## src/rtl/hmr_pkg.sv

```systemverilog
// Package with shared constants, register indexes and status codes of the mouse report processor.
package hmr_pkg;

    // Field widths
    localparam int unsigned TimeW     = 48;
    localparam int unsigned StatusW   = 3;
    localparam int unsigned ByteW     = 8;
    localparam int unsigned DeltaW    = 9;
    localparam int unsigned CfgIndexW = 3;
    localparam int unsigned CfgDataW  = 32;

    // Stream payload widths in bits (whole bytes, zero-filled)
    localparam int unsigned InDataW   = 80;
    localparam int unsigned OutDataW  = 96;

    // Transfer status codes
    localparam logic [StatusW-1:0] ST_OK        = 3'd0;
    localparam logic [StatusW-1:0] ST_CANCELED  = 3'd1;
    localparam logic [StatusW-1:0] ST_TRANSIENT = 3'd2;
    localparam logic [StatusW-1:0] ST_UNPLUGGED = 3'd3;
    localparam logic [StatusW-1:0] ST_FATAL     = 3'd4;

    // Configuration register indexes
    localparam logic [CfgIndexW-1:0] REG_MAP_LEFT       = 3'd0;
    localparam logic [CfgIndexW-1:0] REG_MAP_RIGHT      = 3'd1;
    localparam logic [CfgIndexW-1:0] REG_MAP_MIDDLE     = 3'd2;
    localparam logic [CfgIndexW-1:0] REG_CLICK_INTERVAL = 3'd3;
    localparam logic [CfgIndexW-1:0] REG_WHEEL_ENABLE   = 3'd4;

    // Configuration reset values
    localparam logic [ByteW-1:0]    MAP_LEFT_RST       = 8'd1;
    localparam logic [ByteW-1:0]    MAP_RIGHT_RST      = 8'd2;
    localparam logic [ByteW-1:0]    MAP_MIDDLE_RST     = 8'd4;
    localparam logic [CfgDataW-1:0] CLICK_INTERVAL_RST = 32'd500000;

    // Rapid-error window (2 s in microseconds) and give-up threshold
    localparam logic [TimeW:0]    ERROR_WINDOW_US = 49'd2000000;
    localparam logic [ByteW-1:0]  ERROR_GIVE_UP   = 8'd3;
    localparam logic [ByteW-1:0]  COUNT_MAX       = 8'hFF;

endpackage

```

## src/rtl/hid_mouse_report_processor.sv

```systemverilog
// Top level of the USB HID boot mouse report processor.
// The block decodes one interrupt-transfer completion per request and returns exactly one
// result for it, in order. Transient errors update a rapid-error counter with a two-second
// window and ask for a requeue below three errors. A successful report is remapped,
// multi-clicks are counted and an event with negated y and wheel movement (wheel only when
// enabled) is emitted. Other status codes, including the unused codes five to seven, give a
// result with neither event nor requeue. Each request passes through an input register and
// a result register. A result is offered on m_tvalid once the result register takes it from
// the input register, which stalls while a result waits. A new request can be accepted every
// cycle while m_tready is high. While a result waits, the input register holds one more
// request and s_tready then falls; s_tready follows m_tready combinationally.
module hid_mouse_report_processor
    import hmr_pkg::*;
(
    input  logic                  aclk,
    input  logic                  aresetn,
    // Configuration write port
    input  logic                  cfg_wr_en,
    input  logic [CfgIndexW-1:0]  cfg_index,
    input  logic [CfgDataW-1:0]   cfg_wdata,
    // Completion request channel
    input  logic                  s_tvalid,
    output logic                  s_tready,
    // s_tdata, from bit 0: now_time[47:0], button_byte[55:48], x_byte[63:56],
    // y_byte[71:64], wheel_byte[79:72]
    input  logic [InDataW-1:0]    s_tdata,
    // s_tuser: transfer_status[2:0]
    input  logic [StatusW-1:0]    s_tuser,
    // Result channel
    output logic                  m_tvalid,
    input  logic                  m_tready,
    // m_tdata, from bit 0: requeue[0], buttons_out[8:1], x_delta[16:9],
    // y_delta[25:17], scroll_delta[34:26], click_total[42:35],
    // event_time[90:43], zero fill[95:91]
    output logic [OutDataW-1:0]   m_tdata,
    // m_tuser: event_valid[0]
    output logic                  m_tuser
);

    // Configuration registers
    logic [ByteW-1:0]    map_left_reg;
    logic [ByteW-1:0]    map_right_reg;
    logic [ByteW-1:0]    map_middle_reg;
    logic [CfgDataW-1:0] click_interval_reg;
    logic                wheel_enable_reg;

    always_ff @(posedge aclk) begin
        if (!aresetn) begin
            map_left_reg       <= MAP_LEFT_RST;
            map_right_reg      <= MAP_RIGHT_RST;
            map_middle_reg     <= MAP_MIDDLE_RST;
            click_interval_reg <= CLICK_INTERVAL_RST;
            wheel_enable_reg   <= 1'b1;
        end else if (cfg_wr_en) begin
            unique case (cfg_index)
                REG_MAP_LEFT:       map_left_reg       <= cfg_wdata[ByteW-1:0];
                REG_MAP_RIGHT:      map_right_reg      <= cfg_wdata[ByteW-1:0];
                REG_MAP_MIDDLE:     map_middle_reg     <= cfg_wdata[ByteW-1:0];
                REG_CLICK_INTERVAL: click_interval_reg <= cfg_wdata;
                REG_WHEEL_ENABLE:   wheel_enable_reg   <= cfg_wdata[0];
                default: ;
            endcase
        end
    end

    // Pipeline flow control
    logic in_valid_reg;
    logic out_valid_reg;
    logic advance;

    assign advance  = !out_valid_reg || m_tready;
    assign s_tready = !in_valid_reg || advance;

    // Input register
    logic [StatusW-1:0] status_reg;
    logic [TimeW-1:0]   now_reg;
    logic [ByteW-1:0]   button_reg;
    logic [ByteW-1:0]   x_reg;
    logic [ByteW-1:0]   y_reg;
    logic [ByteW-1:0]   wheel_reg;

    always_ff @(posedge aclk) begin
        if (!aresetn) begin
            in_valid_reg <= 1'b0;
        end else if (s_tready) begin
            in_valid_reg <= s_tvalid;
        end
    end

    always_ff @(posedge aclk) begin
        if (s_tready && s_tvalid) begin
            status_reg <= s_tuser;
            now_reg    <= s_tdata[47:0];
            button_reg <= s_tdata[55:48];
            x_reg      <= s_tdata[63:56];
            y_reg      <= s_tdata[71:64];
            wheel_reg  <= s_tdata[79:72];
        end
    end

    // Decoder state
    logic [ByteW-1:0] error_count_reg,      error_count_next;
    logic [TimeW-1:0] last_error_stamp_reg, last_error_stamp_next;
    logic [ByteW-1:0] prev_buttons_reg,     prev_buttons_next;
    logic [ByteW-1:0] held_buttons_reg,     held_buttons_next;
    logic [TimeW-1:0] last_click_stamp_reg, last_click_stamp_next;
    logic [ByteW-1:0] click_counter_reg,    click_counter_next;

    // Result fields
    logic              event_valid_next;
    logic              requeue_next;
    logic [ByteW-1:0]  buttons_out_next;
    logic [ByteW-1:0]  x_delta_next;
    logic [DeltaW-1:0] y_delta_next;
    logic [DeltaW-1:0] scroll_delta_next;
    logic [ByteW-1:0]  click_total_next;
    logic [TimeW-1:0]  event_time_next;

    // Decode helpers
    logic [ByteW-1:0]  remapped;
    logic              rapid;
    logic              within_click;
    logic [ByteW-1:0]  ec_dec;

    assign remapped = (button_reg[0] ? map_left_reg   : '0)
                    | (button_reg[1] ? map_right_reg  : '0)
                    | (button_reg[2] ? map_middle_reg : '0);
    assign rapid = {1'b0, now_reg} < ({1'b0, last_error_stamp_reg} + ERROR_WINDOW_US);
    assign within_click = ({1'b0, last_click_stamp_reg}
                           + {{(TimeW + 1 - CfgDataW){1'b0}}, click_interval_reg})
                          > {1'b0, now_reg};
    assign ec_dec = (error_count_reg != '0) ? error_count_reg - 8'd1 : error_count_reg;

    // Completion decode
    always_comb begin
        error_count_next      = error_count_reg;
        last_error_stamp_next = last_error_stamp_reg;
        prev_buttons_next     = prev_buttons_reg;
        held_buttons_next     = held_buttons_reg;
        last_click_stamp_next = last_click_stamp_reg;
        click_counter_next    = click_counter_reg;
        event_valid_next      = 1'b0;
        requeue_next          = 1'b0;
        buttons_out_next      = '0;
        x_delta_next          = '0;
        y_delta_next          = '0;
        scroll_delta_next     = '0;
        click_total_next      = '0;
        event_time_next       = '0;
        if (status_reg == ST_TRANSIENT) begin
            if (rapid) begin
                error_count_next = (error_count_reg != COUNT_MAX)
                                 ? error_count_reg + 8'd1 : error_count_reg;
            end else begin
                error_count_next = ec_dec;
            end
            last_error_stamp_next = now_reg;
            requeue_next          = error_count_next < ERROR_GIVE_UP;
        end else if (status_reg == ST_OK) begin
            error_count_next = ec_dec;
            // A press from no buttons starts or extends a multi-click run.
            if (prev_buttons_reg == '0 && remapped != '0) begin
                if (within_click && remapped == held_buttons_reg) begin
                    click_counter_next = (click_counter_reg != COUNT_MAX)
                                       ? click_counter_reg + 8'd1 : click_counter_reg;
                end else begin
                    click_counter_next = 8'd1;
                end
            end
            if (remapped != '0) begin
                last_click_stamp_next = now_reg;
                held_buttons_next     = remapped;
            end
            prev_buttons_next = remapped;
            event_valid_next  = 1'b1;
            requeue_next      = 1'b1;
            buttons_out_next  = remapped;
            x_delta_next      = x_reg;
            y_delta_next      = -{y_reg[ByteW-1], y_reg};
            scroll_delta_next = wheel_enable_reg ? -{wheel_reg[ByteW-1], wheel_reg} : '0;
            click_total_next  = click_counter_next;
            event_time_next   = now_reg;
        end
    end

    logic do_step;
    assign do_step = in_valid_reg && advance;

    // State update, one completion per step
    always_ff @(posedge aclk) begin
        if (!aresetn) begin
            error_count_reg      <= '0;
            last_error_stamp_reg <= '0;
            prev_buttons_reg     <= '0;
            held_buttons_reg     <= '0;
            last_click_stamp_reg <= '0;
            click_counter_reg    <= '0;
        end else if (do_step) begin
            error_count_reg      <= error_count_next;
            last_error_stamp_reg <= last_error_stamp_next;
            prev_buttons_reg     <= prev_buttons_next;
            held_buttons_reg     <= held_buttons_next;
            last_click_stamp_reg <= last_click_stamp_next;
            click_counter_reg    <= click_counter_next;
        end
    end

    // Result register
    logic [OutDataW-1:0] out_data_reg;
    logic                out_user_reg;

    always_ff @(posedge aclk) begin
        if (!aresetn) begin
            out_valid_reg <= 1'b0;
        end else if (advance) begin
            out_valid_reg <= in_valid_reg;
        end
    end

    always_ff @(posedge aclk) begin
        if (do_step) begin
            out_user_reg <= event_valid_next;
            out_data_reg <= {5'd0, event_time_next, click_total_next, scroll_delta_next,
                             y_delta_next, x_delta_next, buttons_out_next, requeue_next};
        end
    end

    assign m_tvalid = out_valid_reg;
    assign m_tdata  = out_data_reg;
    assign m_tuser  = out_user_reg;

`ifndef SYNTH
    // An emitted event always comes with a requeue request.
    a_event_requeue: assert property (@(posedge aclk) disable iff (!aresetn)
        m_tvalid && m_tuser |-> m_tdata[0])
        else $error("event without requeue");

    // Without an event every payload field but requeue is zero.
    a_no_event_zero: assert property (@(posedge aclk) disable iff (!aresetn)
        m_tvalid && !m_tuser |-> m_tdata[OutDataW-1:1] == '0)
        else $error("payload not cleared for a result without event");

    // Held buttons exist only after a press that started a click run.
    a_held_counted: assert property (@(posedge aclk) disable iff (!aresetn)
        held_buttons_reg != '0 |-> click_counter_reg != '0)
        else $error("held buttons with zero click count");
`endif

endmodule
```

## config.mk

```make
export PLATFORM = sky130hd
export DESIGN_NAME = hid_mouse_report_processor
export DESIGN_NICKNAME = d
export VERILOG_FILES = /design/src/rtl/hmr_pkg.sv /design/src/rtl/hid_mouse_report_processor.sv
export SDC_FILE = /design/constraint.sdc
export NUM_CORES = 1
export LEC_CHECK = 0
export BUFFER_PORTS_ARGS = -buffer_cell sky130_fd_sc_hd__buf_4
export CORE_MARGIN = 2
export CORE_UTILIZATION = 53
export DETAILED_ROUTE_END_ITERATION = 16
export GPL_TIMING_DRIVEN = 0
export PLACE_DENSITY = 0.77
export SLEW_MARGIN = 5
export SYNTH_ARGS = -nofsm -noshare
export SYNTH_HDL_FRONTEND = slang
export SYNTH_SLANG_ARGS = --single-unit
```

## constraint.sdc

```tcl
create_clock -name aclk -period 7.1 [get_ports aclk]
set_input_delay 1.42 -clock aclk [delete_from_list [all_inputs] [get_ports aclk]]
set_output_delay 1.42 -clock aclk [all_outputs]
set_load 0.02 [all_outputs]
```

## Word-level counts from Yosys, hierarchy flattened

Index checks and enable logic that the tools add are counted.

| word-level totals | value |
|---|---|
| bits in writable memories | 0 |
| memories | 0 |
| bits in registers | 357 |
| logic and storage cells | 85 |
| bits in read-only memories | 0 |
| input bits | 123 |
| output and inout port bits | 99 |
| bits in latches | 0 |

| operators by class | value |
|---|---|
| bitwise gates (word level) | 5 |
| add/subtract/negate cells | 7 |
| order comparisons | 3 |
| divide/modulo/power cells | 0 |
| reductions and logical operators | 25 |
| shifts and indexed selects | 0 |
| multipliers | 0 |
| equality and inequality tests | 8 |
| multiplexer cells | 14 |

Operators by type and width:

| kind | count |
|---|---|
| 8-bit 2-to-1 mux | 12 |
| 48-bit by 21-bit adder with 49-bit output (second input constant) | 1 |
| 48-bit by 32-bit adder with 49-bit output | 1 |
| 49-bit by 48-bit greater-than comparator with 1-bit output | 1 |
| 48-bit by 49-bit < comparator with 1-bit output | 1 |
| 9-bit negator | 2 |
| 8-bit by 1-bit adder with 8-bit output (second input constant) | 2 |
| 8-bit != test (second input constant) | 2 |
| 8-bit bitwise OR | 2 |
| 8-bit nonzero test | 2 |
| 2-bit AND reduction | 7 |
| 3-bit by 2-bit == test with 1-bit output (second input constant) | 3 |
| 8-bit == test | 1 |
| 8-bit logical NOT | 1 |
| 8-bit by 2-bit < comparator with 1-bit output (second input constant) | 1 |
| 8-bit by 1-bit subtractor with 8-bit output (second input constant) | 1 |
| 3-bit logical NOT | 2 |
| 1-bit logical AND | 4 |
| 4-bit AND reduction | 1 |
| 3-bit by 1-bit == test with 1-bit output (second input constant) | 1 |
| 3-bit == test (second input constant) | 1 |
| 1-bit inverter | 3 |
| 3-bit AND reduction | 1 |
| 3-bit OR reduction | 1 |
| other kinds (5) | 8 |

## Depth between registers and ports, before layout

Gate-level depths: netlist of run 1.

| logic depth | value |
|---|---|
| word-level depth | 7 |
| mapped depth | 22 |
| depth with buffers taken out | 21 |

## Least setup slack after synthesis of run 1

No wires, ideal clock.

| timing path | value |
|---|---|
| path type | in2reg |
| from | in m_tready |
| to | reg last_click_stamp_reg[10] |
| data arrival time | 7.567 ns |
| setup time | 0.128 ns |
| setup slack | -0.595 ns |
| cell stages on the path | 9 |
| data required time | 6.972 ns |
| path buffers | 2 |
| cell sequence | nor2b_1 nor2b_1 nand2_1 nor2_1 o21ai_1 clkbuf_1 clkbuf_1 a21oi_1 nor2_1 |

| on the way | value |
|---|---|
| cells in the longest elaborated chain, start to end | 3 |

RTL lines:

| what | RTL line | text |
|---|---|---|
| from (decl) | hid_mouse_report_processor.sv:31 | `input logic m_tready,` |
| 1-bit logical OR | hid_mouse_report_processor.sv:71 | `assign advance = !out_valid_reg \|\| m_tready;` |
| 1-bit logical AND | hid_mouse_report_processor.sv:187 | `assign do_step = in_valid_reg && advance;` |
| via do_step | hid_mouse_report_processor.sv:186 | `logic do_step;` |
| 4-bit AND reduction (no line) | -- |  |
| to (signal assigned) | hid_mouse_report_processor.sv:203 | `last_click_stamp_reg <= last_click_stamp_next;` |
| to (decl) | hid_mouse_report_processor.sv:106 | `logic [TimeW-1:0] last_click_stamp_reg, last_click_stamp_next;` |

The timed path passes the listed nets, and every way through them passes these cells.
A chain may end at the register's enable or synchronous reset.

## Worst setup path after layout of run 1

| timing path | value |
|---|---|
| from | reg click_interval_reg[0] |
| to | reg out_data_reg[38] (netlist: m_tdata[38]), data pin |

| on the way | value |
|---|---|
| cells in the longest elaborated chain, start to end | 5 |

RTL lines:

| what | RTL line | text |
|---|---|---|
| from (decl) | hid_mouse_report_processor.sv:44 | `logic [CfgDataW-1:0] click_interval_reg;` |
| from (signal assigned) | hid_mouse_report_processor.sv:59 | `REG_CLICK_INTERVAL: click_interval_reg <= cfg_wdata;` |
| 48-bit by 32-bit adder with 49-bit output | hid_mouse_report_processor.sv:130 | `+ {{(TimeW + 1 - CfgDataW){1'b0}}, click_interval_reg})` |
| 49-bit by 48-bit greater-than comparator with 1-bit output | hid_mouse_report_processor.sv:131 | `> {1'b0, now_reg};` |
| 1-bit logical AND | hid_mouse_report_processor.sv:163 | `if (within_click && remapped == held_buttons_reg) begin` |
| 8-bit 2-to-1 mux | hid_mouse_report_processor.sv:163 |  |
| 8-bit 2-to-1 mux | hid_mouse_report_processor.sv:162 | `if (prev_buttons_reg == '0 && remapped != '0) begin` |
| to (signal assigned) | hid_mouse_report_processor.sv:223 | `out_data_reg <= {5'd0, event_time_next, click_total_next, scroll_delta_next,` |
| to (decl) | hid_mouse_report_processor.sv:209 | `logic [OutDataW-1:0] out_data_reg;` |

No other way between the ends.

==> results of run 1 <==
-- area by class of cell --
cell class | count | area, sq um
Fill cell | 2777 | 11900
Sequential cell | 357 | 8850
Multi-Input combinational cell | 1450 | 8690
Timing Repair Buffer | 215 | 1670
Clock buffer | 53 | 1090
Tap cell | 448 | 561
Buffer | 81 | 327
Inverter | 86 | 323
Clock inverter | 19 | 170
-- worst max path at each step --
stage,endpoint,slack [ns],cells after the start
2_1_floorplan,last_click_stamp_reg[10],1.46,9
3_3_place_gp,last_click_stamp_reg[11],-1.05,10
4_1_cts,m_tdata[37],1.25,20
3_5_place_dp,m_tdata[42],1.29,20
6_report,m_tdata[38],1.16,22
5_1_grt,m_tdata[40],0.75,22
-- kinds of logic after synthesis --
kind of cell | share of synthesized area
xor gates and xnor gates | 0.0535
other | 0.000206
muxes | 0.00558
DFF | 0.487
and+or+nand+nor | 0.189
buffers and inverters | 0.0358
AOI/OAI and AO/OA | 0.136
adders and majority gates | 0.0934
-- routing by layer --
layer	wire length [um]	share of wire
met4	1740	0.036
met5	0	0
met2	23100	0.48
met3	2720	0.057
met1	20400	0.43
-- cells in the final DEF (no fill, tap or decap), drive strengths merged, types with 4 or more instances in the layout --
master / netlist / layout
o21ai: 54 / 54
conb: 1 / 5
a21o: 25 / 25
xor2: 51 / 51
a31oi: 14 / 14
a222oi: 8 / 8
o21a: 8 / 8
a221oi: 4 / 4
and3: 21 / 21
or3: 6 / 6
o211ai: 5 / 5
nand3: 53 / 53
clkinvlp: 0 / 4
ha: 134 / 134
a211oi: 10 / 10
buf: 13 / 228
o2111ai: 4 / 4
nor2b: 7 / 7
nor4: 13 / 13
nand4: 31 / 31
mux2i: 9 / 9
clkinv: 0 / 11
xnor2: 60 / 60
o21bai: 5 / 5
nor3: 29 / 29
inv: 86 / 88
a21oi: 231 / 231
nand2b: 9 / 9
edfxtp: 170 / 170
nor2: 271 / 271
and2: 21 / 21
clkbuf: 68 / 121
nand2: 296 / 296
dfxtp: 187 / 187
o31ai: 8 / 8
and4: 10 / 10
a2111oi: 6 / 6
-- worst min-delay path: stages, from the launching register on --
cell                      delay (ns)
sky130_fd_sc_hd__dfxtp_1        0.31
sky130_fd_sc_hd__nand2_1        0.05
sky130_fd_sc_hd__a21oi_1        0.05
-- per-stage QoR --
step	worst slack, ns	util	TNS [ns]	hold slack, ns
after floorplan	1.46	-	0	0.436
after global placement	-1.05	0.605	-57.79	0.441
after detailed placement	1.29	0.607	0	0.446
after CTS	1.25	0.645	0	0.455
after global routing	0.751	0.645	0	0.469
final	1.16	0.645	0	0.456
-- power breakdown --
part	switching, mW	internal, mW	total [mW]	leakage (nW)
sequential	0.0473	2.23	2.28	3.11
combinational	0.269	0.180	0.449	5.14
clock	0.829	1.16	1.99	0.614
==> qor_table.md, run 1 <==
| Stage | Result | This run |
| --- | --- | --- |
| status | Result of the run | finished clean |
| worst setup path | R2R cell count | 22 |
| worst hold path | Hold EP | last_error_stamp_reg[34] |
| worst hold path | Startpoint of the most critical hold path | last_error_stamp_reg[34] |
| worst setup path | Buffers plus inverters on the worst setup path | 1 |
| die | Area enclosed by the die boundary | 35800 sq um |
| global route | Global-route layer with the greatest usage | met2 |
| worst setup path | Data arrival time of the critical path | 6.21 ns |
| yosys | Proportion of synthesized chip area in sequential cells | 0.487 |
| global route | Largest net degree at the start of global routing | 41 |
| worst setup path | Startpoint type of the worst setup path | flip-flop |
| die | Initial standard-cell utilization of the core | 0.540 |
| sta | Time the worst path needs with I/O delays and setup | 5.94 ns |
| finish | Number of nets in the layout | 2488 |
| worst setup path | Reg-to-Reg Start | click_interval_reg[0] |
| yosys | Area fraction of the dominant cell type after synthesis | 0.281 |
| yosys | Synth top cells by count | sky130_fd_sc_hd__nand2_1 (296), sky130_fd_sc_hd__nor2_1 (269), sky130_fd_sc_hd__a21oi_1 (230) |
| yosys | Synth warnings | 0 |
| sta | RSZ-0062 raised after global routing | no |
| worst setup path | Worst path cell trace | ha_1 > fa_1 > a21oi_1 > o2111ai_1 > nor4bb_1 > o211ai_1 > a211oi_1 > or2_1 > a21bo_1 > buf_2 > nand3_1 > xnor2_1 > ha_1 > a2111oi_0 > nand2_1 > o22a_1 > a211o_1 > a2111o_1 > a21oi_1 > nand3_1 > nand2_1 > nor2_1 |
| yosys | Top_reg_cell synth | sky130_fd_sc_hd__dfxtp_1 |
| placed design | Number of I/O port buffers | 211 |
| yosys | Fraction of registers with async set or reset after synthesis | 0 |
| global route | Total routing usage reported by global routing | 0.264 |
| yosys | Number of different library cells in the post-synthesis netlist | 80 |
| sta | Max-slew headroom | 0.204 |
| sta | Hold Fails Final Rpt | 0 |
| sta | Maximum achievable frequency | 0.168 GHz |
| yosys | Flip-flop and latch count after synthesis | 357 |
| clock tree | Clock Sink Count | 357 |
| worst hold path | Min-Delay Path Class | flip-flop to flip-flop |
| finish | Area added between synthesis and finish | 19.4% |
| sta | Share of the cycle needed by the critical path after routing | 0.836 |
| clock tree | CTS H-tree depth | 2 |
| global route | Met1 track demand over resource | 0.343 |
| clock tree | Insertion delay of the later-clocked pin in the worst-skew pair | 0.54 ns |
| placed design | Post-DP HPWL | 36000 um |
| sta | Count of endpoints failing setup in the final report | 0 |
| worst setup path | Highest net fanout along the worst path | 8 |
| worst setup path | Critical Path Source | click_interval_reg[0] |
| worst setup path | Reg2reg setup slack | 1.16 ns |
| worst setup path | Reg-to-reg critical path endpoint | m_tdata[38] |
| worst setup path | Cell family with the largest share of critical-path delay | compound AO/OA/AOI/OAI gates |
| die | Cell Rows | 67 |
| route | Final Routed Wirelength | 48000 um |
| route | Per-cell via count in the routed design | 5.62 |
| placed design | Inst Count DP | 2637 |
| die | I/O pin total | 222 |
| pwr | Leak pwr | 8.87 nW |
| worst setup path | Required time of the critical path | 7.37 ns |
| worst setup path | Worst-path cell with the longest stage delay | sky130_fd_sc_hd__nor4bb_1 |
| clock tree | Clock root buffer master | sky130_fd_sc_hd__clkbuf_16 |
| die | Core region area | 33600 sq um |
| finish | Final Instance Area | 21700 sq um |
| die | Width of the die | 189 um |
| route | Vias post-DR | 15200 |
| pwr | Max VDD drop | 0.182 mV |
| sta | Slew Limit Fails | 0 |
| sta | Worst-margin pin slew | 1.18 ns |
| pwr | Power consumption | 4.72 mW |
| route | Antenna Nets Post-Route | 0 |
| route | Number of detailed-routing iterations run before antenna repair | 8 |
| clock tree | Max clock buf depth | 3 |
| global route | Global-route track usage on met3 | 0.0306 |
| pwr | PD cells | 217 nW/um^2 |
| clock tree | TritonCTS clock tree | built |
| job | Max-cap violation count | 0 |
| clock tree | Count of buffers added by post-CTS timing repair for setup | 0 |
| finish | Antenna diode instance count | 0 |
| finish | Max reg flops | 91 |
| yosys | Cell with the most instances after synthesis | sky130_fd_sc_hd__nand2_1 |
| global route | Antenna violations before repair | 0 |
| finish | Number of standard cells in the layout, taps in and fillers out | 2709 |
| route | Number of design rule violations left after detail routing | 0 |
| worst hold path | Cell depth of the worst min-delay path | 2 |
| placed design | Placed cell areas | 20400 sq um |
| yosys | Count of mapped cells out of synthesis | 1970 |
| global route | Overflow left after global routing | 0 |
| finish | Share of post-route cells with drive strength above 1 | 0.135 |
| worst setup path | CP peak stage delay | 0.57 ns |
| sta | Largest clock skew in the final design | 0.0174 ns |
| global route | Wire length of the first global-routing pass | 75700 um |
| yosys | Post-synthesis cell area | 18200 sq um |
| worst setup path | Endpoint kind of the worst setup timing path | flip-flop |
| yosys | Top cells by area, synth | sky130_fd_sc_hd__edfxtp_1 (28%), sky130_fd_sc_hd__dfxtp_1 (21%), sky130_fd_sc_hd__ha_1 (9.2%), sky130_fd_sc_hd__a21oi_1 (6.3%), sky130_fd_sc_hd__nand2_1 (6.1%) |
| global route | Number of global-route vias before repair | 14800 |
| yosys | Post-synth EDFFs | 170 |
| route | Iteration-0 DRC Markers | 1110 |
| global route | Met2 Usage GRT | 0.453 |
| placed design | Routability-driven placement congestion ratio | 0.975 |
| worst setup path | Critical path start-end classification | flip-flop to flip-flop |
| clock tree | Clock input transition at the sequential cells of the worst setup and hold paths | 0.06 ns |
| clock tree | Number of hold-repair buffers added at the cts stage | 0 |
| yosys | Per-instance average area after synthesis | 9.22 sq um |
| route | Avg WL per Cell | 17.7 um |
| clock tree | Post-cts sizing count | 0 |
| die | Chip Height | 189 um |
| yosys | Cell taking the most area after synthesis | sky130_fd_sc_hd__edfxtp_1 |
| clock tree | TritonCTS buffer count | 39 |
Power figures use the tool's default switching activity.
==> inputs of run 2 (changes only) <==
==> constraint.sdc (replaced) <==
create_clock -name aclk -period 5.2 [get_ports aclk]
set_input_delay 1.04 -clock aclk [delete_from_list [all_inputs] [get_ports aclk]]
set_output_delay 1.04 -clock aclk [all_outputs]
set_load 0.02 [all_outputs]
==> run 2 against run 1 <==
Net effect:
- global-route usage up 0.34 points
- largest cell class is now multi-input combinational cells
- final cell count is 0.44% higher
- clock power rose by 41%
- die area stayed put
- sequential share of layout area down 0.86 points
- worst hold slack gained 0.0038 ns
- maximum frequency grew 16%
- final area up 2.2%
- sequential power is 36% higher
- total power is 39% higher
- sequential cell count is the same
- via count rose by 2.0%
==> qor_table.md, run 2 (synthesis results as in run 1) <==
| Stage | Result | This run |
| --- | --- | --- |
| clock tree | Clock Sink Count | 357 |
| global route | Overflow left after global routing | 0 |
| finish | Most frequent standard cell in the layout excluding fill and tap cells | sky130_fd_sc_hd__nand2_1 |
| worst hold path | Min-Delay Path Class | flip-flop to flip-flop |
| clock tree | Clock input transition at the sequential cells of the worst setup and hold paths | 0.06 ns |
| route | Vias post-DR | 15500 |
| worst setup path | Highest net fanout along the worst path | 8 |
| global route | Number of global-route vias before repair | 14800 |
| finish | Most frequent cells in the layout | sky130_fd_sc_hd__nand2_1 (295), sky130_fd_sc_hd__nor2_1 (267), sky130_fd_sc_hd__buf_4 (230) |
| route | Per-cell via count in the routed design | 5.70 |
| clock tree | Max clock buf depth | 3 |
| pwr | Sw Pwr | 1.63 mW |
| placed design | Setup slack at placement | -0.654 ns |
| finish | Area added between synthesis and finish | 22.0% |
| sta | Share of the cycle needed by the critical path after routing | 0.983 |
| pwr | PD cells | 296 nW/um^2 |
| job | Max-cap violation count | 0 |
| route | Iteration-0 DRC Markers | 1095 |
| pwr | Clock power share | 0.429 |
| worst setup path | Required time of the critical path | 5.49 ns |
| pwr | Part of the power in combinational logic | 0.096 |
| clock tree | Insertion delay of the later-clocked pin in the worst-skew pair | 0.56 ns |
| finish | Share of post-route cells with drive strength above 1 | 0.158 |
| placed design | Routability-driven placement congestion ratio | 0.955 |
| finish | Antenna diode instance count | 0 |
| die | Cell Rows | 67 |
| pwr | Sequential cell fraction of total power | 0.475 |
| route | Number of detailed-routing iterations run before antenna repair | 7 |
| sta | Max-slew headroom | 0.149 |
| finish | Max reg flops | 91 |
| global route | Global-route track usage on met3 | 0.0399 |
| global route | Wire length of the first global-routing pass | 76600 um |
| route | Number of design rule violations left after detail routing | 0 |
| global route | Met1 track demand over resource | 0.343 |
| global route | Largest net degree at the start of global routing | 41 |
| global route | Total routing usage reported by global routing | 0.267 |
| sta | Maximum achievable frequency | 0.196 GHz |
| pwr | Max VDD drop | 0.208 mV |
| sta | Final worst slack | 0.0899 ns |
| global route | Antenna violations before repair | 0 |
| sta | Worst-margin pin slew | 1.27 ns |
| status | Result of the run | finished clean |
| die | Chip Height | 189 um |
| global route | Met2 Usage GRT | 0.459 |
| placed design | Post-DP HPWL | 35800 um |
| finish | Number of nets in the layout | 2500 |
| clock tree | TritonCTS clock tree | built |
| sta | Hold Fails Final Rpt | 0 |
| sta | Largest clock skew in the final design | 0.0207 ns |
| die | I/O pin total | 222 |
| clock tree | TritonCTS buffer count | 39 |
| route | Antenna Nets Post-Route | 0 |
| sta | RSZ-0062 raised after global routing | yes |
| pwr | Sw frac | 0.248 |
| die | Width of the die | 189 um |
| finish | Final Instance Area | 22200 sq um |
| worst setup path | Startpoint type of the worst setup path | flip-flop |
| clock tree | CTS H-tree depth | 2 |
| worst setup path | Reg2reg setup slack | 0.09 ns |
| route | Avg WL per Cell | 18.1 um |
| placed design | Number of I/O port buffers | 211 |
| die | Core region area | 33600 sq um |
| pwr | Leak pwr | 9.07 nW |
| worst setup path | Endpoint kind of the worst setup timing path | flip-flop |
| pwr | Internal power contribution | 4.93 mW |
| worst setup path | Data arrival time of the critical path | 5.40 ns |
| global route | Global-route layer with the greatest usage | met2 |
| route | Final Routed Wirelength | 49200 um |
| sta | Count of endpoints failing setup in the final report | 0 |
| clock tree | Clock root buffer master | sky130_fd_sc_hd__clkbuf_16 |
| die | Initial standard-cell utilization of the core | 0.540 |
| worst setup path | Critical path start-end classification | flip-flop to flip-flop |
| die | Area enclosed by the die boundary | 35800 sq um |
| sta | Time the worst path needs with I/O delays and setup | 5.11 ns |
| placed design | Placed cell areas | 20400 sq um |
| sta | Slew Limit Fails | 0 |
==> run 2: cell types whose count changed in the layout (fill, tap and decap cells not counted), sizes merged <==
cell / delta
clkbuf: -4
bufinv: +1
buf: +14
clkinv: +1
==> run 2: final timing paths <==
| check | depth (start not counted) | end | from |
|---|---|---|---|
| worst min register to register | 2 | map_left_reg[1] | map_left_reg[1] |
| worst max register to register | 21 | m_tdata[40] | click_interval_reg[15] |
| worst min-delay path | 2 | map_left_reg[1] | map_left_reg[1] |
| worst max-delay path | 21 | m_tdata[40] | click_interval_reg[15] |
==> run 2: cell type report <==
class                      instances  area (sq um)
sequential                       357          8850
clock buffer                      51          1070
multi-input combinational       1450          9000
timing repair buffer             229          1780
buffer                            79           325
tap                              448           561
clock inverter                    21           250
inverter                          86           323
fill                            2729         11500
==> run 2: repair_timing <==
| item | 4_1_cts | 5_1_grt |
|---|---|---|
| hold buffers | 0 | 0 |
| setup endpoints to repair | 25 | 25 |
| gates cloned | 0 | 0 |
| setup buffers | 1 | 13 |
| gates resized for setup | 24 | 38 |
| pin swaps | 7 | 18 |
==> run 2: layer usage <==
| metal | part of all wire | up-vias |
|---|---|---|
| li1 | - | 7464 |
| met1 | 0.42 | 7394 |
| met2 | 0.49 | 548 |
| met3 | 0.059 | 110 |
| met4 | 0.034 | 0 |
| met5 | 0 | - |
==> run 2: power by group through the flow <==
stage | Combinational, mW | Clock (mW) | Sequential [mW]
finish | 0.628 | 2.81 | 3.11
global route | 0.688 | 2.96 | 3.12
CTS | 0.616 | 2.85 | 3.11
detailed placement | 0.606 | 0 | 3.17
global placement | 0.583 | 0 | 3.17
floorplan | 0.309 | 0 | 3.20
==> run 2: critical path: stages, from the launching register on <==
cell and delay [ns]:
sky130_fd_sc_hd__dfxtp_1 0.32, sky130_fd_sc_hd__ha_1 0.40, sky130_fd_sc_hd__a221o_1 0.37, sky130_fd_sc_hd__a31oi_1 0.21
sky130_fd_sc_hd__o221ai_2 0.16, sky130_fd_sc_hd__o211ai_1 0.33, sky130_fd_sc_hd__a211oi_2 0.17, sky130_fd_sc_hd__or2_1 0.28
sky130_fd_sc_hd__a21bo_1 0.18, sky130_fd_sc_hd__buf_6 0.14, sky130_fd_sc_hd__nand4_1 0.11, sky130_fd_sc_hd__xnor2_1 0.09
sky130_fd_sc_hd__ha_2 0.19, sky130_fd_sc_hd__a2111oi_4 0.28, sky130_fd_sc_hd__nand2_1 0.08, sky130_fd_sc_hd__o22a_1 0.27
sky130_fd_sc_hd__a211o_1 0.26, sky130_fd_sc_hd__a2111o_1 0.44, sky130_fd_sc_hd__a21oi_4 0.24, sky130_fd_sc_hd__nand3_4 0.14
sky130_fd_sc_hd__nand2_4 0.14, sky130_fd_sc_hd__nor2_1 0.04
==> run 2: through the flow <==
stage	total power [mW]	instances	hold slack [ns]	TNS, ns	util
global route	6.77	2721	0.469	-0.524	0.659
floorplan	3.51	1974	0.436	0	-
finish	6.55	2721	0.460	0	0.659
CTS	6.58	2708	0.455	0	0.650
detailed placement	3.78	2637	0.447	-9.76	0.607
global placement	3.76	2633	0.441	-44.20	0.605
==> inputs of run 3 (changes only) <==
--- a/config.mk
+++ b/config.mk
@@ -11,6 +11,7 @@
 export DETAILED_ROUTE_END_ITERATION = 16
 export GPL_TIMING_DRIVEN = 0
 export PLACE_DENSITY = 0.77
+export RECOVER_POWER = 25
 export SLEW_MARGIN = 5
 export SYNTH_ARGS = -nofsm -noshare
 export SYNTH_HDL_FRONTEND = slang
==> run 3 against run 2 <==
Net effect:
- the run now ends with capacitance limit, slew limit left
- die area unchanged
- critical path depth unchanged
- non-clock buffer count unchanged
- combinational power down 0.8%
- final area about the same
- sequential power about the same
- sequential share of layout area about the same
- sequential cell count unchanged
- total power about the same
- core utilization down 0.052 points
- global-route usage unchanged
- clock power about the same
- critical path type unchanged
- highest routed layer unchanged
==> qor_table.md, run 3 (synthesis results as in run 1) <==
| Stage | Result | This run |
| --- | --- | --- |
| worst hold path | Min-Delay Path Class | flip-flop to flip-flop |
| global route | Largest net degree at the start of global routing | 41 |
| sta | Hold Fails Final Rpt | 0 |
| worst setup path | Required time of the critical path | 5.49 ns |
| global route | Number of global-route vias before repair | 14800 |
| sta | Worst-margin pin slew | 2.84 ns |
| global route | Antenna violations before repair | 0 |
| route | Number of design rule violations left after detail routing | 0 |
| worst setup path | Data arrival time of the critical path | 5.41 ns |
| worst setup path | Highest net fanout along the worst path | 8 |
| die | Chip Height | 189 um |
| status | Result of the run | finished with violations |
| finish | Most frequent standard cell in the layout excluding fill and tap cells | sky130_fd_sc_hd__nand2_1 |
| job | Max-cap violation count | 2 |
| clock tree | Insertion delay of the later-clocked pin in the worst-skew pair | 0.56 ns |
| clock tree | Max clock buf depth | 3 |
| clock tree | Clock input transition at the sequential cells of the worst setup and hold paths | 0.06 ns |
| clock tree | Number of hold-repair buffers added at the cts stage | 0 |
| worst setup path | Critical path start-end classification | flip-flop to flip-flop |
| placed design | Placed cell areas | 20400 sq um |
| route | Avg WL per Cell | 18.1 um |
| clock tree | CTS H-tree depth | 2 |
| die | Area enclosed by the die boundary | 35800 sq um |
| sta | RSZ-0062 raised after global routing | yes |
| pwr | Internal power contribution | 4.93 mW |
| pwr | PD cells | 296 nW/um^2 |
| finish | Number of nets in the layout | 2500 |
| clock tree | Clock root buffer master | sky130_fd_sc_hd__clkbuf_16 |
| route | Vias post-DR | 15500 |
| placed design | Inst Count DP | 2637 |
| clock tree | Clock Sink Count | 357 |
| finish | Most frequent cells in the layout | sky130_fd_sc_hd__nand2_1 (295), sky130_fd_sc_hd__nor2_1 (267), sky130_fd_sc_hd__a21oi_1 (227) |
| global route | Total routing usage reported by global routing | 0.267 |
| worst setup path | Endpoint kind of the worst setup timing path | flip-flop |
| worst setup path | Worst path cell trace | ha_1 > a221o_1 > a31oi_1 > o221ai_2 > o211ai_1 > a211oi_2 > or2_1 > a21bo_1 > buf_6 > nand4_1 > xnor2_1 > ha_2 > a2111oi_4 > nand2_1 > o22a_1 > a211o_1 > a2111o_1 > a21oi_4 > nand3_4 > nand2_4 > nor2_1 |
| sta | Count of endpoints failing setup in the final report | 0 |
| finish | Final core occ | 0.659 |
| die | Width of the die | 189 um |
| worst setup path | Critical Path Source | click_interval_reg[15] |
| global route | Wire length of the first global-routing pass | 76600 um |
| die | Initial standard-cell utilization of the core | 0.540 |
| pwr | Sw Pwr | 1.63 mW |
| sta | Post-Route Setup TNS | 0 ns |
| finish | Antenna diode instance count | 0 |
| placed design | Post-DP HPWL | 35800 um |
| sta | Max-slew headroom | -0.896 |
| pwr | Leak pwr | 9.04 nW |
| route | Number of detailed-routing iterations run before antenna repair | 7 |
| sta | Slew Limit Fails | 62 |
| pwr | Max VDD drop | 0.207 mV |
| pwr | Clock power share | 0.430 |
| placed design | Routability-driven placement congestion ratio | 0.955 |
| worst setup path | Reg-to-Reg Start | click_interval_reg[15] |
| pwr | Sequential cell fraction of total power | 0.475 |
| route | Final Routed Wirelength | 49100 um |
| placed design | Number of I/O port buffers | 211 |
| route | Per-cell via count in the routed design | 5.69 |
| finish | Share of post-route cells with drive strength above 1 | 0.157 |
| worst setup path | Worst-path cell with the longest stage delay | sky130_fd_sc_hd__a2111o_1 |
| die | Cell Rows | 67 |
| route | Iteration-0 DRC Markers | 1135 |
| sta | Time the worst path needs with I/O delays and setup | 5.12 ns |
| sta | Share of the cycle needed by the critical path after routing | 0.984 |
| die | Core region area | 33600 sq um |
| clock tree | TritonCTS clock tree | built |
| worst setup path | Startpoint type of the worst setup path | flip-flop |
| sta | Largest clock skew in the final design | 0.0223 ns |
| die | I/O pin total | 222 |
| pwr | Sw frac | 0.249 |
| worst setup path | CP peak stage delay | 0.45 ns |
| global route | Overflow left after global routing | 0 |
| sta | Maximum achievable frequency | 0.195 GHz |
| finish | Final Instance Area | 22100 sq um |
| pwr | Part of the power in combinational logic | 0.095 |
| finish | Max reg flops | 91 |
| status | Failing checks | capacitance limit, slew limit |
| finish | Area added between synthesis and finish | 21.9% |
| finish | Number of standard cells in the layout, taps in and fillers out | 2721 |
| clock tree | TritonCTS buffer count | 39 |
| worst hold path | Startpoint of the most critical hold path | map_left_reg[5] |
| route | Antenna Nets Post-Route | 0 |
| pwr | Power consumption | 6.55 mW |
[run 3: changes by cell type in the layout (fill, tap and decap cells not counted)]
cell / change
sky130_fd_sc_hd__clkbuf_4: +79
sky130_fd_sc_hd__and2_4: -1
sky130_fd_sc_hd__and2_0: +3
sky130_fd_sc_hd__clkbuf_1: +2
sky130_fd_sc_hd__nor2b_1: +1
sky130_fd_sc_hd__nor2b_4: -1
sky130_fd_sc_hd__and2_1: -2
sky130_fd_sc_hd__buf_4: -81
[run 3: final timing paths]
kind                     endpoint  slack (ns)  depth (start not counted)
setup / recovery      m_tdata[40]        0.08                         21
hold / removal    map_left_reg[5]        0.46                          2
setup reg to reg      m_tdata[40]        0.08                         21
hold reg to reg   map_left_reg[5]        0.46                          2
[run 3: routing by layer]
layer | wire length (um) | vias up | track usage
met5 | 0 | - | 0
met4 | 1650 | 0 | 0.0971
met3 | 2980 | 100 | 0.0399
met2 | 24000 | 551 | 0.459
met1 | 20500 | 7352 | 0.343
li1 | - | 7466 | -
[run 3: final cells by class]
cell class,instances,area [sq um]
fill,2734,11500
buffer,79,325
sequential,357,8850
tap,448,561
clock inverter,21,250
timing repair buffer,229,1770
multi-input combinational,1450,8990
inverter,86,323
clock buffer,51,1070
[run 3: through the flow]
| stage | setup WS, ns | hold WS [ns] |
|---|---|---|
| finish | 0.0830 | 0.458 |
| global route | -0.0626 | 0.469 |
| CTS | 0.00723 | 0.455 |
| detailed placement | -0.654 | 0.447 |
| global placement | -0.675 | 0.441 |
| floorplan | 0.650 | 0.436 |
[run 3: power groups by stage]
stage               Clock, mW  Combinational [mW]  Sequential (mW)
floorplan                   0               0.309             3.20
global placement            0               0.583             3.17
detailed placement          0               0.606             3.17
CTS                      2.85               0.616             3.11
global route             2.96               0.683             3.12
finish                   2.82               0.623             3.12
[run 3: what timing repair did]
| item | 4_1_cts | 5_1_grt |
|---|---|---|
| pin swaps | 7 | 18 |
| setup endpoints to repair | 25 | 25 |
| setup buffers | 1 | 13 |
| resized for setup | 24 | 38 |
[run 3: critical path, delay by kind of cell, from the launching register on]
kind	cells	cell delay (ns)
compound gates	11	2.90
simple gates	6	0.79
fa+ha+maj	2	0.59
flops	1	0.32
buf+inv	1	0.13
xor+xnor	1	0.09
